[src/design/fat12_cluster_chain_allocator_assert.svh]
// assertion macros for the fat12 cluster chain allocator
// no dependencies; taken in by the modules that check their own logic
`ifndef FAT12_CLUSTER_CHAIN_ALLOCATOR_ASSERT_SVH
`define FAT12_CLUSTER_CHAIN_ALLOCATOR_ASSERT_SVH
`ifndef SYNTHESIS
`define FCA_ASSERT_IMP(label, clk, rst, ante, cons) \
  label: assert property (@(posedge clk) disable iff (rst) (ante) |-> (cons)) \
    else $error("fca assertion failed");
`define FCA_ASSERT_NXT(label, clk, rst, ante, cons) \
  label: assert property (@(posedge clk) disable iff (rst) (ante) |=> (cons)) \
    else $error("fca assertion failed");
`else
`define FCA_ASSERT_IMP(label, clk, rst, ante, cons)
`define FCA_ASSERT_NXT(label, clk, rst, ante, cons)
`endif
`endif

[src/design/fca_pkg.sv]
// shared types and constants for the fat12 cluster chain allocator
// no dependencies
package fca_pkg;

  localparam int TABLE_ENTRIES_DEF = 4096;
  localparam int ENTRY_W = 12;
  localparam int KIND_W = 3;
  localparam int STATUS_W = 2;
  localparam int LIMIT_W = 13;
  localparam int PADDR_W = 3;
  localparam int PDATA_W = 32;

  localparam logic [LIMIT_W-1:0] LIMIT_RESET = 13'd2880;
  localparam logic [LIMIT_W-1:0] FIRST_DATA_ENTRY = 13'd2;
  localparam logic [ENTRY_W-1:0] END_MARK = 12'hFFF;
  localparam logic [ENTRY_W-1:0] ENTRY_FREE = 12'h000;

  localparam logic [KIND_W-1:0] KIND_START = 3'd0;
  localparam logic [KIND_W-1:0] KIND_NEXT  = 3'd1;
  localparam logic [KIND_W-1:0] KIND_END   = 3'd2;
  localparam logic [KIND_W-1:0] KIND_WRITE = 3'd3;
  localparam logic [KIND_W-1:0] KIND_READ  = 3'd4;

  localparam logic [STATUS_W-1:0] STATUS_OK       = 2'd0;
  localparam logic [STATUS_W-1:0] STATUS_NO_FREE  = 2'd1;
  localparam logic [STATUS_W-1:0] STATUS_NO_CHAIN = 2'd2;

  localparam logic REG_SCAN_LIMIT = 1'b0;

  typedef enum logic [2:0] {
    ST_CLEAR,
    ST_IDLE,
    ST_SCAN,
    ST_READ,
    ST_FINISH
  } state_t;

  typedef struct packed {
    logic                valid;
    logic [ENTRY_W-1:0]  cluster;
    logic [ENTRY_W-1:0]  read_value;
    logic [STATUS_W-1:0] status;
  } res_t;

endpackage

[src/design/fca_ctrl.sv]
// sequencer with the shared scan counter and compare for free-entry search
// depends on fca_pkg and fat12_cluster_chain_allocator_assert.svh
`include "fat12_cluster_chain_allocator_assert.svh"
module fca_ctrl import fca_pkg::*; #(
  parameter int TABLE_ENTRIES = TABLE_ENTRIES_DEF,
  localparam int AW = $clog2(TABLE_ENTRIES)
) (
  input  logic                clk,
  input  logic                rst,
  input  logic                in_valid,
  output logic                in_ready,
  input  logic [KIND_W-1:0]   kind,
  input  logic [ENTRY_W-1:0]  entry_index,
  input  logic [ENTRY_W-1:0]  entry_value,
  input  logic [LIMIT_W-1:0]  scan_limit,
  output res_t                res,
  input  logic                res_take,
  output logic                mem_we,
  output logic [AW-1:0]       mem_waddr,
  output logic [ENTRY_W-1:0]  mem_wdata,
  output logic [AW-1:0]       mem_raddr,
  input  logic [ENTRY_W-1:0]  mem_rdata
);

  localparam logic [LIMIT_W-1:0] TABLE_LIMIT = LIMIT_W'(TABLE_ENTRIES);
  localparam logic [AW-1:0] CLEAR_LAST = AW'(TABLE_ENTRIES - 1);

  state_t              state, state_next;
  logic [AW-1:0]       clr;
  logic [LIMIT_W-1:0]  ptr;
  logic                chk_valid;
  logic [AW-1:0]       chk_idx;
  logic                skip_q;
  logic [AW-1:0]       cur;
  logic                chain_open;
  logic [ENTRY_W-1:0]  res_cluster;
  logic [ENTRY_W-1:0]  res_read;
  logic [STATUS_W-1:0] res_status;

  logic [LIMIT_W-1:0]  lim;
  logic                accept;
  logic                found;
  logic                exhausted;
  logic                chk_live;

  assign lim = (scan_limit > TABLE_LIMIT) ? TABLE_LIMIT : scan_limit;
  assign accept = in_valid && in_ready;
  assign found = chk_valid && (mem_rdata == ENTRY_FREE) && !(skip_q && (chk_idx == cur));
  assign exhausted = ptr >= lim;
  assign chk_live = (state == ST_SCAN) && chk_valid;

  // next state
  always_comb begin
    state_next = state;
    case (state)
      ST_CLEAR: begin
        if (clr == CLEAR_LAST) state_next = ST_IDLE;
      end
      ST_IDLE: begin
        if (accept) begin
          case (kind)
            KIND_START: state_next = ST_SCAN;
            KIND_NEXT:  state_next = chain_open ? ST_SCAN : ST_FINISH;
            KIND_READ:  state_next = ST_READ;
            default:    state_next = ST_FINISH;
          endcase
        end
      end
      ST_SCAN: begin
        if (found || exhausted) state_next = ST_FINISH;
      end
      ST_READ:   state_next = ST_FINISH;
      ST_FINISH: begin
        if (res_take) state_next = ST_IDLE;
      end
      default:   state_next = ST_IDLE;
    endcase
  end

  // outputs
  always_comb begin
    in_ready  = (state == ST_IDLE);
    mem_we    = 1'b0;
    mem_waddr = entry_index[AW-1:0];
    mem_wdata = entry_value;
    mem_raddr = entry_index[AW-1:0];
    case (state)
      ST_CLEAR: begin
        mem_we    = 1'b1;
        mem_waddr = clr;
        mem_wdata = ENTRY_FREE;
      end
      ST_IDLE: begin
        if (accept && kind == KIND_WRITE) begin
          mem_we = 1'b1;
        end else if (accept && kind == KIND_END && chain_open) begin
          mem_we    = 1'b1;
          mem_waddr = cur;
          mem_wdata = END_MARK;
        end
      end
      ST_SCAN: begin
        mem_raddr = ptr[AW-1:0];
        // link the current entry to the new cluster
        if (found && skip_q) begin
          mem_we    = 1'b1;
          mem_waddr = cur;
          mem_wdata = ENTRY_W'(chk_idx);
        end
      end
      default: begin
      end
    endcase
  end

  always_ff @(posedge clk) begin
    if (rst) begin
      state      <= ST_CLEAR;
      clr        <= '0;
      cur        <= '0;
      chain_open <= 1'b0;
      chk_valid  <= 1'b0;
    end else begin
      state <= state_next;
      case (state)
        ST_CLEAR: clr <= clr + 1'b1;
        ST_IDLE: begin
          if (accept) begin
            res_cluster <= '0;
            res_read    <= '0;
            res_status  <= (!chain_open && (kind == KIND_NEXT || kind == KIND_END)) ?
                           STATUS_NO_CHAIN : STATUS_OK;
            ptr         <= FIRST_DATA_ENTRY;
            chk_valid   <= 1'b0;
            skip_q      <= (kind == KIND_NEXT);
            if (kind == KIND_END && chain_open) chain_open <= 1'b0;
          end
        end
        ST_SCAN: begin
          if (found) begin
            cur         <= chk_idx;
            chain_open  <= 1'b1;
            res_cluster <= ENTRY_W'(chk_idx);
          end else if (exhausted) begin
            res_status <= STATUS_NO_FREE;
          end else begin
            chk_valid <= 1'b1;
            chk_idx   <= ptr[AW-1:0];
            ptr       <= ptr + 1'b1;
          end
        end
        ST_READ: res_read <= mem_rdata;
        default: begin
        end
      endcase
    end
  end

  assign res.valid      = (state == ST_FINISH);
  assign res.cluster    = res_cluster;
  assign res.read_value = res_read;
  assign res.status     = res_status;

  `FCA_ASSERT_NXT(a_read_goes_read, clk, rst, accept && kind == KIND_READ, state == ST_READ)
  `FCA_ASSERT_IMP(a_chk_above_first, clk, rst, chk_live, LIMIT_W'(chk_idx) >= FIRST_DATA_ENTRY)
  `FCA_ASSERT_NXT(a_res_holds, clk, rst, res.valid && !res_take, res.valid && $stable(res.status))
  `FCA_ASSERT_NXT(a_open_from_scan, clk, rst, !chain_open && state != ST_SCAN, !chain_open)

endmodule

[config.mk]
export PLATFORM = sky130hd
export DESIGN_NAME = fca_ctrl
export DESIGN_NICKNAME = d
export VERILOG_FILES = /design/src/design/fca_pkg.sv /design/src/design/fca_ctrl.sv
export VERILOG_INCLUDE_DIRS = /design/src /design/src/design
export SDC_FILE = /design/constraint.sdc
export NUM_CORES = 1
export LEC_CHECK = 0
export BUFFER_PORTS_ARGS = -buffer_cell sky130_fd_sc_hd__buf_2
export CORE_MARGIN = 3
export CORE_UTILIZATION = 49
export DETAILED_ROUTE_END_ITERATION = 6
export PLACE_DENSITY = 0.77
export SLEW_MARGIN = 5
export SYNTH_ARGS = -nofsm -noshare
export SYNTH_HDL_FRONTEND = slang
export SYNTH_SLANG_ARGS = --single-unit
[constraint.sdc]
create_clock -name clk -period 3.1 [get_ports clk]
set_input_delay 0.465 -clock clk [delete_from_list [all_inputs] [get_ports clk]]
set_output_delay 0.465 -clock clk [all_outputs]
set_load 0.02 [all_outputs]
==> results <==
- The root buffer cell chosen for the clock tree is sky130_fd_sc_hd__clkbuf_8.
- 121 I/O pins were placed.
- The largest fanout on the critical path is 12.
- In the synthesized netlist the dominant register cell turns out to be sky130_fd_sc_hd__edfxtp_1.
- The number of cells on the worst reg-to-reg path is 8.
- The total nets after synthesis is 594.
- The via count is 4521.
- Input and output buffers added on the ports amount to 120.
- The DRC marker count from the first detailed-route iteration is 351.
- The latest clock arrival within the worst-skew pair is 0.36 ns.
- The minimum hold slack is 0.400 ns.
- The starting density of the core is 0.512.
- The number of warning messages in the yosys log is 0.
- The number of remaining DRC errors is 0.
- The count of final hold-check violations was 0.
- TritonCTS created 9 clock buffers.
- The share of synthesized area occupied by flip-flops and latches is 0.444.
- After detailed routing, no signal wire sits above met4.
- The overall global routing resource usage is 0.248.
- The min-delay analysis places its worst path in the category primary input to flip-flop.
- The overall die height is 105 µm.
- The startpoint kind of the worst setup timing path is a flip-flop.
- The maximum operating frequency is 334 MHz.
- Dividing total power by cell area gives a power density of 442 nW/µm².
- The final number of setup-violating endpoints is 0.
- The first global-routing pass estimated 22000 µm of wire.
- In this run, distinct cell masters in the synthesized netlist total 55.
- The number of placement rows is 35.
- The library cell with the largest summed area after synthesis is sky130_fd_sc_hd__edfxtp_1.
- By area the synthesized netlist is led by sky130_fd_sc_hd__edfxtp_1 32%, sky130_fd_sc_hd__dfxtp_1 12%, sky130_fd_sc_hd__nand2_1 6.2%.
- The detailed router put a total of 6080 µm of wire on met1.
- The hold buffer count at CTS is 0.
- The share of Yosys cell area claimed by the top area cell type is 0.324.
- The buffer depth of the longest clock path is 2.
- The number of global-route vias before repair came to 4288.
- The largest net degree at the start of global routing is 36.
- The number of synthesized flops with an enable pin is 52.
- The die extent in x is 105 µm.
- In the finished design, the share of the clock period the worst path needs comes to 0.965.
- Summed over all nets, wire length on met3 after detailed routing comes to 896 µm.
- The overall die area is 11100 µm².
- STA classifies the critical path endpoint as an output pin.
- The top cell types in the final layout, fill and taps aside, are 120 x sky130_fd_sc_hd__buf_2, 79 x sky130_fd_sc_hd__nand2_1, 55 x sky130_fd_sc_hd__nor2_1.
- The first TritonRoute pass finished after 7 iterations.
- TritonCTS built the clock tree.
- The data required time at the worst endpoint is 2.63 ns.
- At the pin with the least slew margin, the transition time is 0.672 ns.
- The arrival time of data at the critical path endpoint is 2.53 ns.
- The count of max-cap constraint violations is 0.
- In this run the static leakage power is 2.36 nW.
- Once detailed placement completed, the half-perimeter wirelength came to 10400 µm.
- After global routing the overflow that remains totals 0.
- For the final routed database, the setup TNS stands at 0 ns.
- The number of vias per cell after detailed routing is 5.79.
- Synthesis produced 523 cells.
- 0 antenna diodes ended up in the layout.
- The worst setup path is of the flip-flop to output pin kind.
- The met2 wire length is 6400 µm.
- Of all flip-flops after synthesis, the portion carrying an async set or reset was 0.
- The synthesized netlist occupies a cell area of 4820 µm².
- The maximum vdd ir drop is 0.210 mV.
- Of the cells placed in the final design, the portion with a size suffix greater than 1 is 0.261.
- The detailed-route wire length is 13700 µm.
- In the final design database the tool counted 718 nets.
- The number of antenna violations at the first check in global routing is 0.
- After synthesis the netlist holds a flip-flop and latch count of 81.
- The H-tree was split into 3 levels.
- The final routed wire length divided by cell count is 17.5 µm.
- The routability congestion estimate from global placement is 0.864.
- Measured on the finished design, the core utilization comes to 0.622.
- The antenna violation net count after detailed routing is 0.
- The mean area per synthesized cell is 9.22 µm².
- The commonest non-fill, non-tap cell in the layout is sky130_fd_sc_hd__buf_2.
- The worst pin sits at a relative slew slack of 0.552.
- Counting every sink on the clock net gives 81.
- The clock period could shrink to 2.99 ns.
- The clock-pin slew on the worst setup and hold paths is 0.09 ns.
- From synthesis to final layout, the design area changed by 21.4%.
- The flow ran to the end, and the final reports show no timing, DRC or antenna violations.
- Along the worst hold path, the cell count comes to 2.
- The number of pins exceeding their max-slew limit in the final report is 0.
- Between clock sinks in the finished design, the worst skew comes to 0.0132 ns.
- The placeable core region is 9420 µm².
[metrics by stage]
step	cells	power, mW	instance area, µm²	setup slack (ns)
5_1_grt	781	2.69	5850	-0.0445
6_report	781	2.59	5850	0.110
2_1_floorplan	523	1.54	4820	0.143
3_3_place_gp	762	1.71	5580	0.229
4_1_cts	778	2.59	5810	0.0228
3_5_place_dp	762	1.72	5580	0.183
[kinds of logic after synthesis]
group | after synthesis | synth area share
compound gates | 122 | 0.181
buf+inv | 38 | 0.0337
mux | 13 | 0.0270
flops | 81 | 0.444
xor+xnor | 28 | 0.0509
fa+ha+maj | 15 | 0.0389
simple gates | 226 | 0.225
[metal layers]
metal / track usage / up-vias
li1: - / 2148
met1: 0.341 / 2157
met2: 0.398 / 193
met3: 0.0395 / 23
met4: 0.0862 / 0
met5: 0 / -
[cell usage after synthesis (2+ instances only)]
cell	count
sky130_fd_sc_hd__nor2b_1	3
sky130_fd_sc_hd__nor3b_1	3
sky130_fd_sc_hd__ha_1	15
sky130_fd_sc_hd__a22o_1	4
sky130_fd_sc_hd__xnor2_1	8
sky130_fd_sc_hd__o22a_1	4
sky130_fd_sc_hd__a211oi_1	3
sky130_fd_sc_hd__mux2i_1	13
sky130_fd_sc_hd__a2111oi_0	2
sky130_fd_sc_hd__o221a_1	9
sky130_fd_sc_hd__inv_1	12
sky130_fd_sc_hd__a21oi_1	27
sky130_fd_sc_hd__nand2b_1	5
sky130_fd_sc_hd__nand4_1	8
sky130_fd_sc_hd__a21o_1	3
sky130_fd_sc_hd__o21ai_1	4
sky130_fd_sc_hd__a221o_1	5
sky130_fd_sc_hd__xor2_1	20
sky130_fd_sc_hd__buf_2	7
sky130_fd_sc_hd__nor4_1	8
sky130_fd_sc_hd__o21a_1	6
sky130_fd_sc_hd__dfxtp_1	29
sky130_fd_sc_hd__a31oi_1	4
sky130_fd_sc_hd__and2_1	26
sky130_fd_sc_hd__o21ai_0	22
sky130_fd_sc_hd__clkbuf_1	14
sky130_fd_sc_hd__o22ai_1	3
sky130_fd_sc_hd__nand3_1	9
sky130_fd_sc_hd__edfxtp_1	52
sky130_fd_sc_hd__nand2_1	79
sky130_fd_sc_hd__nor2_1	55
sky130_fd_sc_hd__a221oi_1	5
sky130_fd_sc_hd__o221a_2	3
sky130_fd_sc_hd__o21bai_1	12
sky130_fd_sc_hd__nor3_1	14
sky130_fd_sc_hd__or3_1	7
sky130_fd_sc_hd__buf_1	2
[final cells by class]
cell class,count,area [µm²]
inverters,13,48.8
clock inverters,7,100
flip-flops and latches,81,2140
multi-input cells,404,2540
well taps,129,161
fillers,815,3560
clock buffers,9,124
repair buffers,138,736
[flip-flops by register name (all words and copies together) (netlist names)]
| register | count |
|---|---|
| skip_q | 1 |
| cur | 12 |
| chk_valid | 1 |
| ptr | 13 |
| chk_idx | 12 |
| clr | 12 |
| state | 3 |
| res_read | 12 |
| chain_open | 1 |
| res_status | 2 |
| res_cluster | 12 |
[final timing paths]
check	from	endpoint	slack, ns
setup reg to reg	ptr[3]	ptr[9]	0.52
hold reg to reg	chk_valid	chk_valid	0.50
hold / removal	mem_rdata[5]	res_read[5]	0.40
setup / recovery	chk_idx[8]	mem_wdata[0]	0.11
[repair_timing]
| action | in CTS | in global routing |
|---|---|---|
| resized for setup | 0 | 6 |
| setup endpoints to repair | 0 | 23 |
| setup buffers | 0 | 3 |
[critical path, cell delays in order, from the launching register on]
cell and delay (ns):
sky130_fd_sc_hd__edfxtp_1 0.48, sky130_fd_sc_hd__xor2_1 0.21, sky130_fd_sc_hd__nor4_2 0.32, sky130_fd_sc_hd__a41oi_2 0.24, sky130_fd_sc_hd__nand2_4 0.21, sky130_fd_sc_hd__o21ai_1 0.09, sky130_fd_sc_hd__buf_4 0.19, sky130_fd_sc_hd__o221a_2 0.27
sky130_fd_sc_hd__buf_2 0.15
[report_power, final]
group,switching [mW],internal (mW),leakage (nW),total (mW)
logic,0.306,0.186,1.56,0.492
registers,0.0410,1.17,0.686,1.21
clock network,0.418,0.462,0.115,0.880
total,0.765,1.82,2.36,2.59
Note: power is estimated with default switching activity, not from simulation.
